File: src/hw/rtl/btlpm_pkg.sv
package btlpm_pkg;

    // Trie node pool and address walk
    localparam int NODE_COUNT   = 1024;
    localparam int ADDRESS_BITS = 32;
    localparam int NODE_W       = $clog2(NODE_COUNT);
    localparam int FREE_W       = NODE_W + 1;
    localparam int LEVEL_W      = $clog2(ADDRESS_BITS + 1);

    // Field widths on the ports
    localparam int ADDR_W  = 32;
    localparam int LEN_W   = 6;
    localparam int TDATA_W = ((ADDR_W + LEN_W + 7) / 8) * 8;

    // Queue between front and back
    localparam int QDEPTH = 2;
    localparam int QPTR_W = $clog2(QDEPTH);
    localparam int QCNT_W = $clog2(QDEPTH + 1);

    typedef enum logic {
        OP_INSERT = 1'b0,
        OP_LOOKUP = 1'b1
    } op_t;

    typedef struct packed {
        op_t                      op;
        logic [ADDRESS_BITS-1:0]  addr;
        logic [LEVEL_W-1:0]       len;
    } item_t;

    typedef struct packed {
        logic [NODE_W-1:0] left;
        logic [NODE_W-1:0] right;
        logic              valid;
    } node_t;

    typedef struct packed {
        logic [ADDRESS_BITS-1:0] prefix;
        logic [LEVEL_W-1:0]      len;
    } route_t;

endpackage

File: src/hw/rtl/btlpm_front.sv
module btlpm_front (
    input  logic                          aclk,
    input  logic                          aresetn,
    input  logic                          s_tvalid,
    output logic                          s_tready,
    input  logic [btlpm_pkg::TDATA_W-1:0] s_tdata,   // address, prefix_length
    input  logic                          s_tuser,   // operation
    output logic                          q_valid,
    input  logic                          q_ready,
    output btlpm_pkg::item_t              q_item
);

    btlpm_pkg::item_t                  slot_reg [btlpm_pkg::QDEPTH];
    logic [btlpm_pkg::QPTR_W-1:0]      head_reg, head_next;
    logic [btlpm_pkg::QCNT_W-1:0]      count_reg, count_next;
    logic [btlpm_pkg::QPTR_W-1:0]      tail;
    logic [btlpm_pkg::LEN_W-1:0]       len_in;
    btlpm_pkg::item_t                  item_in;
    logic                              push, pop;

    // classify: pass the address through, clamp the length to the walk depth
    always_comb begin
        len_in       = s_tdata[btlpm_pkg::ADDR_W+btlpm_pkg::LEN_W-1:btlpm_pkg::ADDR_W];
        item_in.op   = btlpm_pkg::op_t'(s_tuser);
        item_in.addr = s_tdata[btlpm_pkg::ADDRESS_BITS-1:0];
        if (len_in > btlpm_pkg::LEN_W'(btlpm_pkg::ADDRESS_BITS)) begin
            item_in.len = btlpm_pkg::LEVEL_W'(btlpm_pkg::ADDRESS_BITS);
        end else begin
            item_in.len = btlpm_pkg::LEVEL_W'(len_in);
        end
    end

    assign s_tready = (count_reg != btlpm_pkg::QCNT_W'(btlpm_pkg::QDEPTH));
    assign q_valid  = (count_reg != '0);
    assign q_item   = slot_reg[head_reg];
    assign push     = s_tvalid && s_tready;
    assign pop      = q_valid && q_ready;
    assign tail     = head_reg + btlpm_pkg::QPTR_W'(count_reg);

    always_comb begin
        head_next  = head_reg;
        count_next = count_reg;
        if (pop) begin
            head_next = head_reg + btlpm_pkg::QPTR_W'(1);
        end
        if (push && !pop) begin
            count_next = count_reg + btlpm_pkg::QCNT_W'(1);
        end else if (pop && !push) begin
            count_next = count_reg - btlpm_pkg::QCNT_W'(1);
        end
    end

    always_ff @(posedge aclk) begin
        if (!aresetn) begin
            head_reg  <= '0;
            count_reg <= '0;
        end else begin
            head_reg  <= head_next;
            count_reg <= count_next;
        end
    end

    always_ff @(posedge aclk) begin
        if (push) begin
            slot_reg[tail] <= item_in;
        end
    end

endmodule

File: config.mk
export PLATFORM = sky130hd
export DESIGN_NAME = btlpm_front
export DESIGN_NICKNAME = d
export VERILOG_FILES = /design/src/hw/rtl/btlpm_pkg.sv /design/src/hw/rtl/btlpm_front.sv
export SDC_FILE = /design/constraint.sdc
export NUM_CORES = 1
export LEC_CHECK = 0
export ABC_AREA = 1
export BUFFER_PORTS_ARGS = -buffer_cell sky130_fd_sc_hd__buf_2
export CORE_MARGIN = 3
export CORE_UTILIZATION = 45
export DETAILED_ROUTE_END_ITERATION = 10
export GPL_TIMING_DRIVEN = 1
export PLACE_DENSITY = 0.7
export SKIP_LAST_GASP = 1
export SYNTH_ARGS = -nofsm -noshare
export SYNTH_HDL_FRONTEND = slang
export SYNTH_SLANG_ARGS = --single-unit
File: constraint.sdc
create_clock -name aclk -period 7.4 [get_ports aclk]
set_input_delay 1.48 -clock aclk [delete_from_list [all_inputs] [get_ports aclk]]
set_output_delay 1.48 -clock aclk [all_outputs]
set_load 0.1 [all_outputs]
==> results of run 1 <==
==> through the flow <==
stage / instance area, um^2 / std cells
2_1_floorplan: 3130 / 167
3_3_place_gp: 3610 / 322
3_5_place_dp: 3610 / 322
4_1_cts: 3790 / 337
5_1_grt: 3790 / 337
6_report: 3790 / 337
==> critical path, cell delays in order, from the launching register on <==
cell	delay [ns]
dfxtp_2	1.00
mux2_2	0.32
buf_2	0.42
==> routing by layer <==
layer | routed length [um] | part of all wire (%) | up-vias
met5 | 0 | 0 | -
met1 | 2150 | 42 | 775
met3 | 293 | 5.8 | 8
met2 | 2550 | 50 | 57
met4 | 74 | 1.5 | 0
li1 | - | - | 800
==> layout by cell type, fill, tap and decap left out, types with 2 or more instances in the layout <==
| cell | count |
|---|---|
| clkbuf_8 | 9 |
| nor2_1 | 10 |
| mux2_4 | 10 |
| nand2_1 | 9 |
| clkinv_1 | 2 |
| buf_2 | 83 |
| nand3_1 | 2 |
| inv_1 | 11 |
| edfxtp_1 | 78 |
| mux2_2 | 29 |
| dfxtp_1 | 3 |
==> worst max path at each step <==
| stage | slack [ns] | cells after the start | to |
|---|---|---|---|
| after global routing | 3.69 | 2 | q_item[4] |
| after floorplan | 3.72 | 2 | slot_reg[0][0]$_DFFE_PP_ |
| after CTS | 3.74 | 2 | q_item[4] |
| final | 3.83 | 2 | q_item[4] |
| after detailed placement | 4.12 | 2 | q_item[4] |
| after global placement | 4.13 | 2 | q_item[5] |
==> area by class of cell <==
cell class | count | area share (%)
Inverter | 11 | 1.09
Timing Repair Buffer | 83 | 11.0
Clock inverter | 6 | 1.55
Clock buffer | 9 | 3.27
Tap cell | 77 | 2.54
Sequential cell | 82 | 64.0
Multi-Input combinational cell | 69 | 16.6
==> logic make-up (layout without fill, tap and decap cells) <==
logic type	after synthesis	in the layout	share of synthesized area, %
DFF	82	82	77.4
and+or+nand+nor	24	24	3.12
AOI/OAI and AO/OA	4	4	0.800
muxes	39	39	15.2
adders and majority gates	1	1	0.400
xor gates and xnor gates	1	1	0.280
buffers and inverters	16	109	2.76
==> impl_results.rst, run 1 <==
.. list-table::
   :header-rows: 1

   * - Metric
     - Value
   * - Outcome
     - completed
   * - Met1 GRT Util
     - 15.6%
   * - Number of nets in the synthesized netlist
     - 213
   * - Overall die height
     - 89.4 um
   * - Largest net degree at the start of global routing
     - 40
   * - Post-cts gate resize count
     - 0
   * - Post-synthesis register bit count
     - 82
   * - Starting density of the core
     - 47.9%
   * - Setup-failing EPs final
     - 0
   * - First-pass detailed-route iteration total
     - 4
   * - Final wirelength
     - 5060 um
   * - Area grow syn2layout
     - 21.1%
   * - Final Hold Slack
     - 0.566 ns
   * - Launch instance of the worst register-to-register path
     - count_reg[0]$_SDFFE_PN0P_
   * - Area of the die
     - 7990 um^2
   * - Area share of the largest cell type after synthesis
     - 74.9%
   * - Number of sinks on the clock net
     - 82
   * - Antenna violations before repair
     - 0
   * - Met3 routing resource usage after global routing
     - 3.41%
   * - Maximum count of clock buffers along a single path
     - 2
   * - Category of the worst setup path capture point
     - primary output
   * - Via count of the first global-routing pass
     - 1628
   * - Start point of the worst min-delay path
     - head_reg$_SDFFE_PN0P_
   * - Die width
     - 89.4 um
   * - Clk_skew
     - 0.00935 ns
   * - Number of flops mapped to enable cells by yosys
     - 78
   * - Final hold violation count
     - 0
   * - Final critical-path share of the clock period
     - 48.2%
   * - Io pins
     - 86
   * - Instance count along the most critical hold path
     - 3
   * - Post-synthesis area per instance
     - 18.7 um^2
   * - CTS clock-pin slew for the worst setup and hold paths
     - 0.07 ns
   * - Setup TNS
     - 0 ns
   * - Setup repair after global routing missed its margin
     - no
   * - Global routing met2 resource utilization
     - 21.7%
   * - N_diodes
     - 0
   * - Row cnt
     - 29
   * - Post-DP HPWL
     - 3340 um
   * - Total Nets Final
     - 302
   * - Hold-critical path endpoint
     - head_reg$_SDFFE_PN0P_
   * - Total of buffers placed on input and output ports
     - 83
   * - Cells taking the most area after synthesis
     - edfxtp_1 75%, mux2_2 10%, mux2_4 4.8%, dfxtp_1 2.6%, inv_1 1.3%
   * - Setup Buffers After CTS
     - 0
   * - Least-Margin Pin Slew
     - 1.12 ns
   * - GRT Util Overall
     - 13.2%
   * - R2r setup slk
     - 5.42 ns
   * - Startpoint types
     - flop
   * - Share of post-route cells with drive strength above 1
     - 53.1%
   * - Worst max-slew margin expressed relative to the limit
     - 25.1%
   * - Clock Root Buffer
     - clkbuf_8
   * - Time the worst path needs with I/O delays and setup
     - 3.57 ns
   * - Endpoint required time on the critical path
     - 5.92 ns
   * - Pins Over Slew Limit
     - 0
   * - Post-synth ARST share
     - 0%
   * - Placeable core region
     - 6530 um^2
   * - Number of buffers added by the clock tree synthesis step
     - 9
   * - Max-Cap Viols
     - 0
   * - Worst slack at placement
     - 4.12 ns
   * - Hold/Removal Path Class
     - reg -> reg
   * - Cell type with the largest total area after synthesis
     - edfxtp_1
   * - Synth warnings
     - 0
   * - Highest Clock Rate
     - 280 MHz
   * - H-tree level count
     - 3
   * - Register area share after synthesis
     - 77.4%
   * - Library cells used by synthesis
     - 20
   * - Fill cells
     - 559
   * - Combined area of the multi-input logic cells
     - 629 um^2
   * - First-iteration detailed-routing DRC count
     - 70
   * - GRT overflow
     - 0
   * - Area taken by flip-flops and latches
     - 2420 um^2
   * - Critical path data arrival time
     - 2.09 ns
   * - Most common library cells after synthesis
     - 78 x edfxtp_1, 29 x mux2_2, 11 x inv_1, 11 x nor2_1, 10 x mux2_4
   * - Final routed DRC violation total
     - 0
   * - Netlist area before placement
     - 3130 um^2
   * - Via density per instance
     - 4.87
   * - Final worst setup slack
     - 3.83 ns
   * - Flip-flop cell with the highest count after synthesis
     - edfxtp_1
   * - Number of cell instances on the worst register-to-register path
     - 4
   * - Post-DRT Antenna Nets
     - 0
   * - Most used standard cell by instance count after synthesis
     - edfxtp_1
   * - Cell count after synthesis
     - 167
   * - GR peak layer
     - met2
   * - Number of buffers inserted for hold repair after clock tree synthesis
     - 0
   * - Global-route wire length before repair
     - 7590 um
   * - Latest clock arrival within the worst-skew pair
     - 0.34 ns
   * - Max FFs per register
     - 78
   * - Fin util
     - 58.0%
   * - DR vias
     - 1640
   * - Endpoint of the worst register-to-register path
     - slot_reg[0][9]$_DFFE_PP_
   * - Crit path max fanout
     - 39
   * - TritonCTS clock tree
     - done
   * - Avg WL per Cell
     - 15.0 um
   * - Kind of critical path
     - reg -> out
   * - Final Wtd Congestion
     - 0.683
Power of run 1 is not shown: default switching activity piles up to over one toggle a cycle in this logic, so the estimate is an artifact.
==> run 2, diff against run 1 <==
--- a/config.mk
+++ b/config.mk
@@ -11,7 +11,7 @@
 export CORE_UTILIZATION = 45
 export DETAILED_ROUTE_END_ITERATION = 10
 export GPL_TIMING_DRIVEN = 1
-export PLACE_DENSITY = 0.7
+export PLACE_DENSITY = 0.73
 export SKIP_LAST_GASP = 1
 export SYNTH_ARGS = -nofsm -noshare
 export SYNTH_HDL_FRONTEND = slang
==> constraint.sdc (replaced) <==
create_clock -name aclk -period 3.1 [get_ports aclk]
set_input_delay 0.62 -clock aclk [delete_from_list [all_inputs] [get_ports aclk]]
set_output_delay 0.62 -clock aclk [all_outputs]
set_load 0.1 [all_outputs]
==> impl_results.rst, run 2 (synthesized netlist as in run 1, its figures left out) <==
.. list-table::
   :header-rows: 1

   * - Metric
     - Value
   * - Clock Root Buffer
     - clkbuf_8
   * - Final critical-path share of the clock period
     - 81.4%
   * - Share of post-route cells with drive strength above 1
     - 53.8%
   * - Post-DRT Antenna Nets
     - 0
   * - Die width
     - 89.4 um
   * - Via density per instance
     - 4.85
   * - Commonest non-fill, non-tap cell in the layout
     - buf_2
   * - Via count of the first global-routing pass
     - 1700
   * - Highest Clock Rate
     - 396 MHz
   * - Endpoint required time on the critical path
     - 2.48 ns
   * - Startpoint types
     - flop
   * - Max FFs per register
     - 78
   * - Time the worst path needs with I/O delays and setup
     - 2.52 ns
   * - Number of buffers inserted for hold repair after clock tree synthesis
     - 0
   * - Crit path max fanout
     - 20
   * - First-pass detailed-route iteration total
     - 4
   * - Worst max-slew margin expressed relative to the limit
     - 59.7%
   * - Uppermost layer routed
     - met4
   * - Final wirelength
     - 5130 um
   * - TritonCTS clock tree
     - done
   * - Setup repair after global routing missed its margin
     - no
   * - GRT overflow
     - 0
   * - Post-cts gate resize count
     - 0
   * - Setup TNS
     - 0 ns
   * - Latest clock arrival within the worst-skew pair
     - 0.34 ns
   * - H-tree level count
     - 3
   * - Io pins
     - 86
   * - Clk_skew
     - 0.00693 ns
   * - Max-Cap Viols
     - 0
   * - Category of the worst setup path capture point
     - primary output
   * - Met1 routed wirelength after detailed routing
     - 2150 um
   * - CTS clock-pin slew for the worst setup and hold paths
     - 0.08 ns
   * - Least-Margin Pin Slew
     - 0.604 ns
   * - GRT Util Overall
     - 13.2%
   * - Area of the die
     - 7990 um^2
   * - Largest net degree at the start of global routing
     - 23
   * - Fill cells
     - 512
   * - Area grow syn2layout
     - 24.6%
   * - Final hold violation count
     - 0
   * - First-iteration detailed-routing DRC count
     - 65
   * - Kind of critical path
     - reg -> out
   * - Starting density of the core
     - 47.9%
   * - Met3 WL
     - 364 um
   * - Row cnt
     - 29
   * - Number of buffers added by the clock tree synthesis step
     - 9
   * - Total Nets Final
     - 305
   * - Most frequent cells in the layout
     - 83 x buf_2, 78 x edfxtp_1, 29 x mux2_2
   * - Pins Over Slew Limit
     - 0
   * - Placeable core region
     - 6530 um^2
   * - DR vias
     - 1653
   * - Total of buffers placed on input and output ports
     - 83
   * - Global-route wire length before repair
     - 7660 um
   * - Critical path data arrival time
     - 1.90 ns
   * - Final routed DRC violation total
     - 0
   * - Setup-failing EPs final
     - 0
   * - Number of sinks on the clock net
     - 82
   * - Outcome
     - completed
   * - N_diodes
     - 0
   * - Maximum count of clock buffers along a single path
     - 2
   * - Final Wtd Congestion
     - 0.697
   * - Post-DP HPWL
     - 3480 um
   * - Overall die height
     - 89.4 um
   * - Sum of met2 wire segment lengths after detailed routing
     - 2540 um
   * - Antenna violations before repair
     - 0
   * - Avg WL per Cell
     - 15.0 um
   * - Setup Buffers After CTS
     - 0
   * - Hold/Removal Path Class
     - in -> reg
==> run 2: per-stage QoR <==
stage | hold WS (ns) | std cells | util, % | worst slack, ns | instance area [um^2]
CTS | 0.447 | 341 | 59.7 | 0.511 | 3900
detailed placement | 0.550 | 325 | 56.1 | 0.887 | 3670
global placement | 0.533 | 325 | 56.1 | 0.888 | 3670
finish | 0.464 | 341 | 59.7 | 0.576 | 3900
global route | 0.444 | 341 | 59.7 | 0.468 | 3900
floorplan | 0.510 | 167 | - | 0.309 | 3130
==> run 2: worst paths after layout <==
kind / from / endpoint / slack [ns] / cells after the start
worst max-delay path: flop / q_item[18] / 0.58 / 3
worst min-delay path: s_tdata[6] / slot_reg[1][12]$_DFFE_PP_ / 0.46 / 1
worst max register to register: count_reg[0]$_SDFFE_PN0P_ / slot_reg[1][6]$_DFFE_PP_ / 1.31 / 6
worst min register to register: head_reg$_SDFFE_PN0P_ / head_reg$_SDFFE_PN0P_ / 0.57 / 2
==> run 2: final cells by class <==
class                      instances  area, um^2  share of cell area (%)
multi-input combinational         69         629                    16.1
clock buffer                      11         131                    3.37
timing repair buffer              86         475                    12.2
tap                               77        96.3                    2.47
clock inverter                     5         103                    2.63
sequential                        82        2420                    62.1
inverter                          11        41.3                    1.06
==> run 2: critical path, stage by stage, from the launching register on <==
cell and delay (ns):
dfxtp_2 0.66, buf_12 0.25, mux2_2 0.36, buf_2 0.29
==> run 2: layer usage <==
layer | track usage, % | up-vias
met1 | 14.7 | 783
met3 | 5.16 | 8
met2 | 22.8 | 58
met4 | 5.28 | 0
met5 | 0 | -
li1 | - | 804
Power of run 2 is left out for the same reason.
==> run 3, diff against run 2 <==
==> constraint.sdc (replaced) <==
create_clock -name aclk -period 2.09 [get_ports aclk]
set_input_delay 0.418 -clock aclk [delete_from_list [all_inputs] [get_ports aclk]]
set_output_delay 0.418 -clock aclk [all_outputs]
set_load 0.1 [all_outputs]
==> impl_results.rst, run 3 (synthesized netlist as in run 1, its figures left out) <==
.. list-table::
   :header-rows: 1

   * - Metric
     - Value
   * - Outcome
     - completed
   * - GRT overflow
     - 0
   * - Total of buffers placed on input and output ports
     - 83
   * - Final critical-path share of the clock period
     - 96.2%
   * - Gate family responsible for the most delay along the worst path
     - buffers and inverters
   * - Row cnt
     - 29
   * - Setup TNS
     - 0 ns
   * - Global-route wire length before repair
     - 7790 um
   * - Via count of the first global-routing pass
     - 1693
   * - Final wirelength
     - 5090 um
   * - Via density per instance
     - 4.81
   * - Worst slack at placement
     - 0.432 ns
   * - Hold-critical path endpoint
     - slot_reg[0][19]$_DFFE_PP_
   * - Final hold violation count
     - 0
   * - CTS clock-pin slew for the worst setup and hold paths
     - 0.08 ns
   * - Start point of the worst min-delay path
     - s_tdata[13]
   * - Max-Cap Viols
     - 0
   * - Latest clock arrival within the worst-skew pair
     - 0.34 ns
   * - Final worst setup slack
     - 0.0788 ns
   * - Antenna violations before repair
     - 0
   * - Io pins
     - 86
   * - Number of sinks on the clock net
     - 82
   * - Crit path max fanout
     - 13
   * - Area grow syn2layout
     - 25.8%
   * - Category of the worst setup path capture point
     - primary output
   * - Final Hold Slack
     - 0.262 ns
   * - Kind of critical path
     - reg -> out
   * - Endpoint of the worst register-to-register path
     - slot_reg[1][4]$_DFFE_PP_
   * - R2r setup slk
     - 0.45 ns
   * - Die width
     - 89.4 um
   * - Final routed DRC violation total
     - 0
   * - Worst path buffer plus inverter count
     - 2
   * - Share of post-route cells with drive strength above 1
     - 54.9%
   * - Worst max-slew margin expressed relative to the limit
     - 66.5%
   * - Startpoint types
     - flop
   * - Placeable core region
     - 6530 um^2
   * - Setup repair after global routing missed its margin
     - no
   * - Clock Root Buffer
     - clkbuf_8
   * - Hold/Removal Path Class
     - in -> reg
   * - Endpoint required time on the critical path
     - 1.67 ns
   * - Launch instance of the worst register-to-register path
     - count_reg[0]$_SDFFE_PN0P_
   * - GRT Util Overall
     - 13.4%
   * - Time the worst path needs with I/O delays and setup
     - 2.01 ns
   * - Post-DRT Antenna Nets
     - 0
   * - N_diodes
     - 0
   * - TritonCTS clock tree
     - done
   * - Critical path data arrival time
     - 1.59 ns
   * - Maximum count of clock buffers along a single path
     - 2
   * - Least-Margin Pin Slew
     - 0.506 ns
   * - Instance count along the most critical hold path
     - 1
   * - Commonest non-fill, non-tap cell in the layout
     - buf_2
   * - Post-cts gate resize count
     - 0
   * - Post-DP HPWL
     - 3500 um
   * - DR vias
     - 1651
   * - Most frequent cells in the layout
     - 83 x buf_2, 78 x edfxtp_1, 29 x mux2_2
   * - Setup Buffers After CTS
     - 0
   * - Overall die height
     - 89.4 um
   * - Fill cells
     - 515
   * - Starting density of the core
     - 47.9%
   * - Max FFs per register
     - 78
   * - Number of cell instances on the worst register-to-register path
     - 6
   * - Final Wtd Congestion
     - 0.698
   * - First-iteration detailed-routing DRC count
     - 61
   * - First-pass detailed-route iteration total
     - 3
   * - Slowest library cell on the worst path
     - mux2_2
   * - Cell breakdown of the critical path
     - buf_4 > mux2_2 > buf_2
   * - Clk_skew
     - 0.00439 ns
   * - Area of the die
     - 7990 um^2
   * - H-tree level count
     - 3
   * - Setup-failing EPs final
     - 0
   * - Pins Over Slew Limit
     - 0
   * - Total Nets Final
     - 307
   * - Largest net degree at the start of global routing
     - 27
   * - Avg WL per Cell
     - 14.8 um
   * - Number of buffers added by the clock tree synthesis step
     - 9
   * - Highest Clock Rate
     - 497 MHz
   * - Number of buffers inserted for hold repair after clock tree synthesis
     - 0
   * - Slowest stage delay, CP
     - 0.37 ns
-- run 3: worst reg2reg max path: stages, from the launching register on --
cell and delay, ns:
dfxtp_1 0.41, inv_1 0.12, nand2_2 0.08, nand2_1 0.10
inv_1 0.09, and2_4 0.31, buf_12 0.23
-- run 3: per-layer routing --
metal | GRT usage, % | vias to the layer above | part of all wire (%)
met4 | 5.68 | 0 | 1.3
met3 | 5.71 | 6 | 7.0
met2 | 21.8 | 55 | 49
met5 | 0 | - | 0
li1 | - | 808 | -
met1 | 15.6 | 782 | 43
-- run 3: worst max path at each step --
stage / start / to / slack [ns] / cells past startpoint
after global routing: flop / q_item[17] / 0.009 / 3
after CTS: flop / q_item[18] / 0.05 / 3
final: flop / q_item[38] / 0.08 / 3
after detailed placement: flop / q_item[18] / 0.43 / 3
after floorplan: count_reg[0]$_SDFFE_PN0P_ / slot_reg[0][0]$_DFFE_PP_ / 0.01 / 4
after global placement: flop / q_item[38] / 0.43 / 3
-- run 3: metrics by stage --
stage	cells	area [um^2]	util, %
final	343	3940	60.3
after global routing	343	3940	60.3
after CTS	343	3940	60.3
after detailed placement	327	3670	56.2
after global placement	327	3670	56.2
after floorplan	167	3140	-
-- run 3: layout make-up --
type,instances,area (um^2),area share (%)
multi-input cells,69,633,16.1
clock inverters,7,141,3.59
well taps,77,96.3,2.45
clock buffers,9,124,3.15
repair buffers,88,478,12.1
inverters,11,41.3,1.05
flip-flops and latches,82,2420,61.6
Power of run 3 is left out for the same reason.
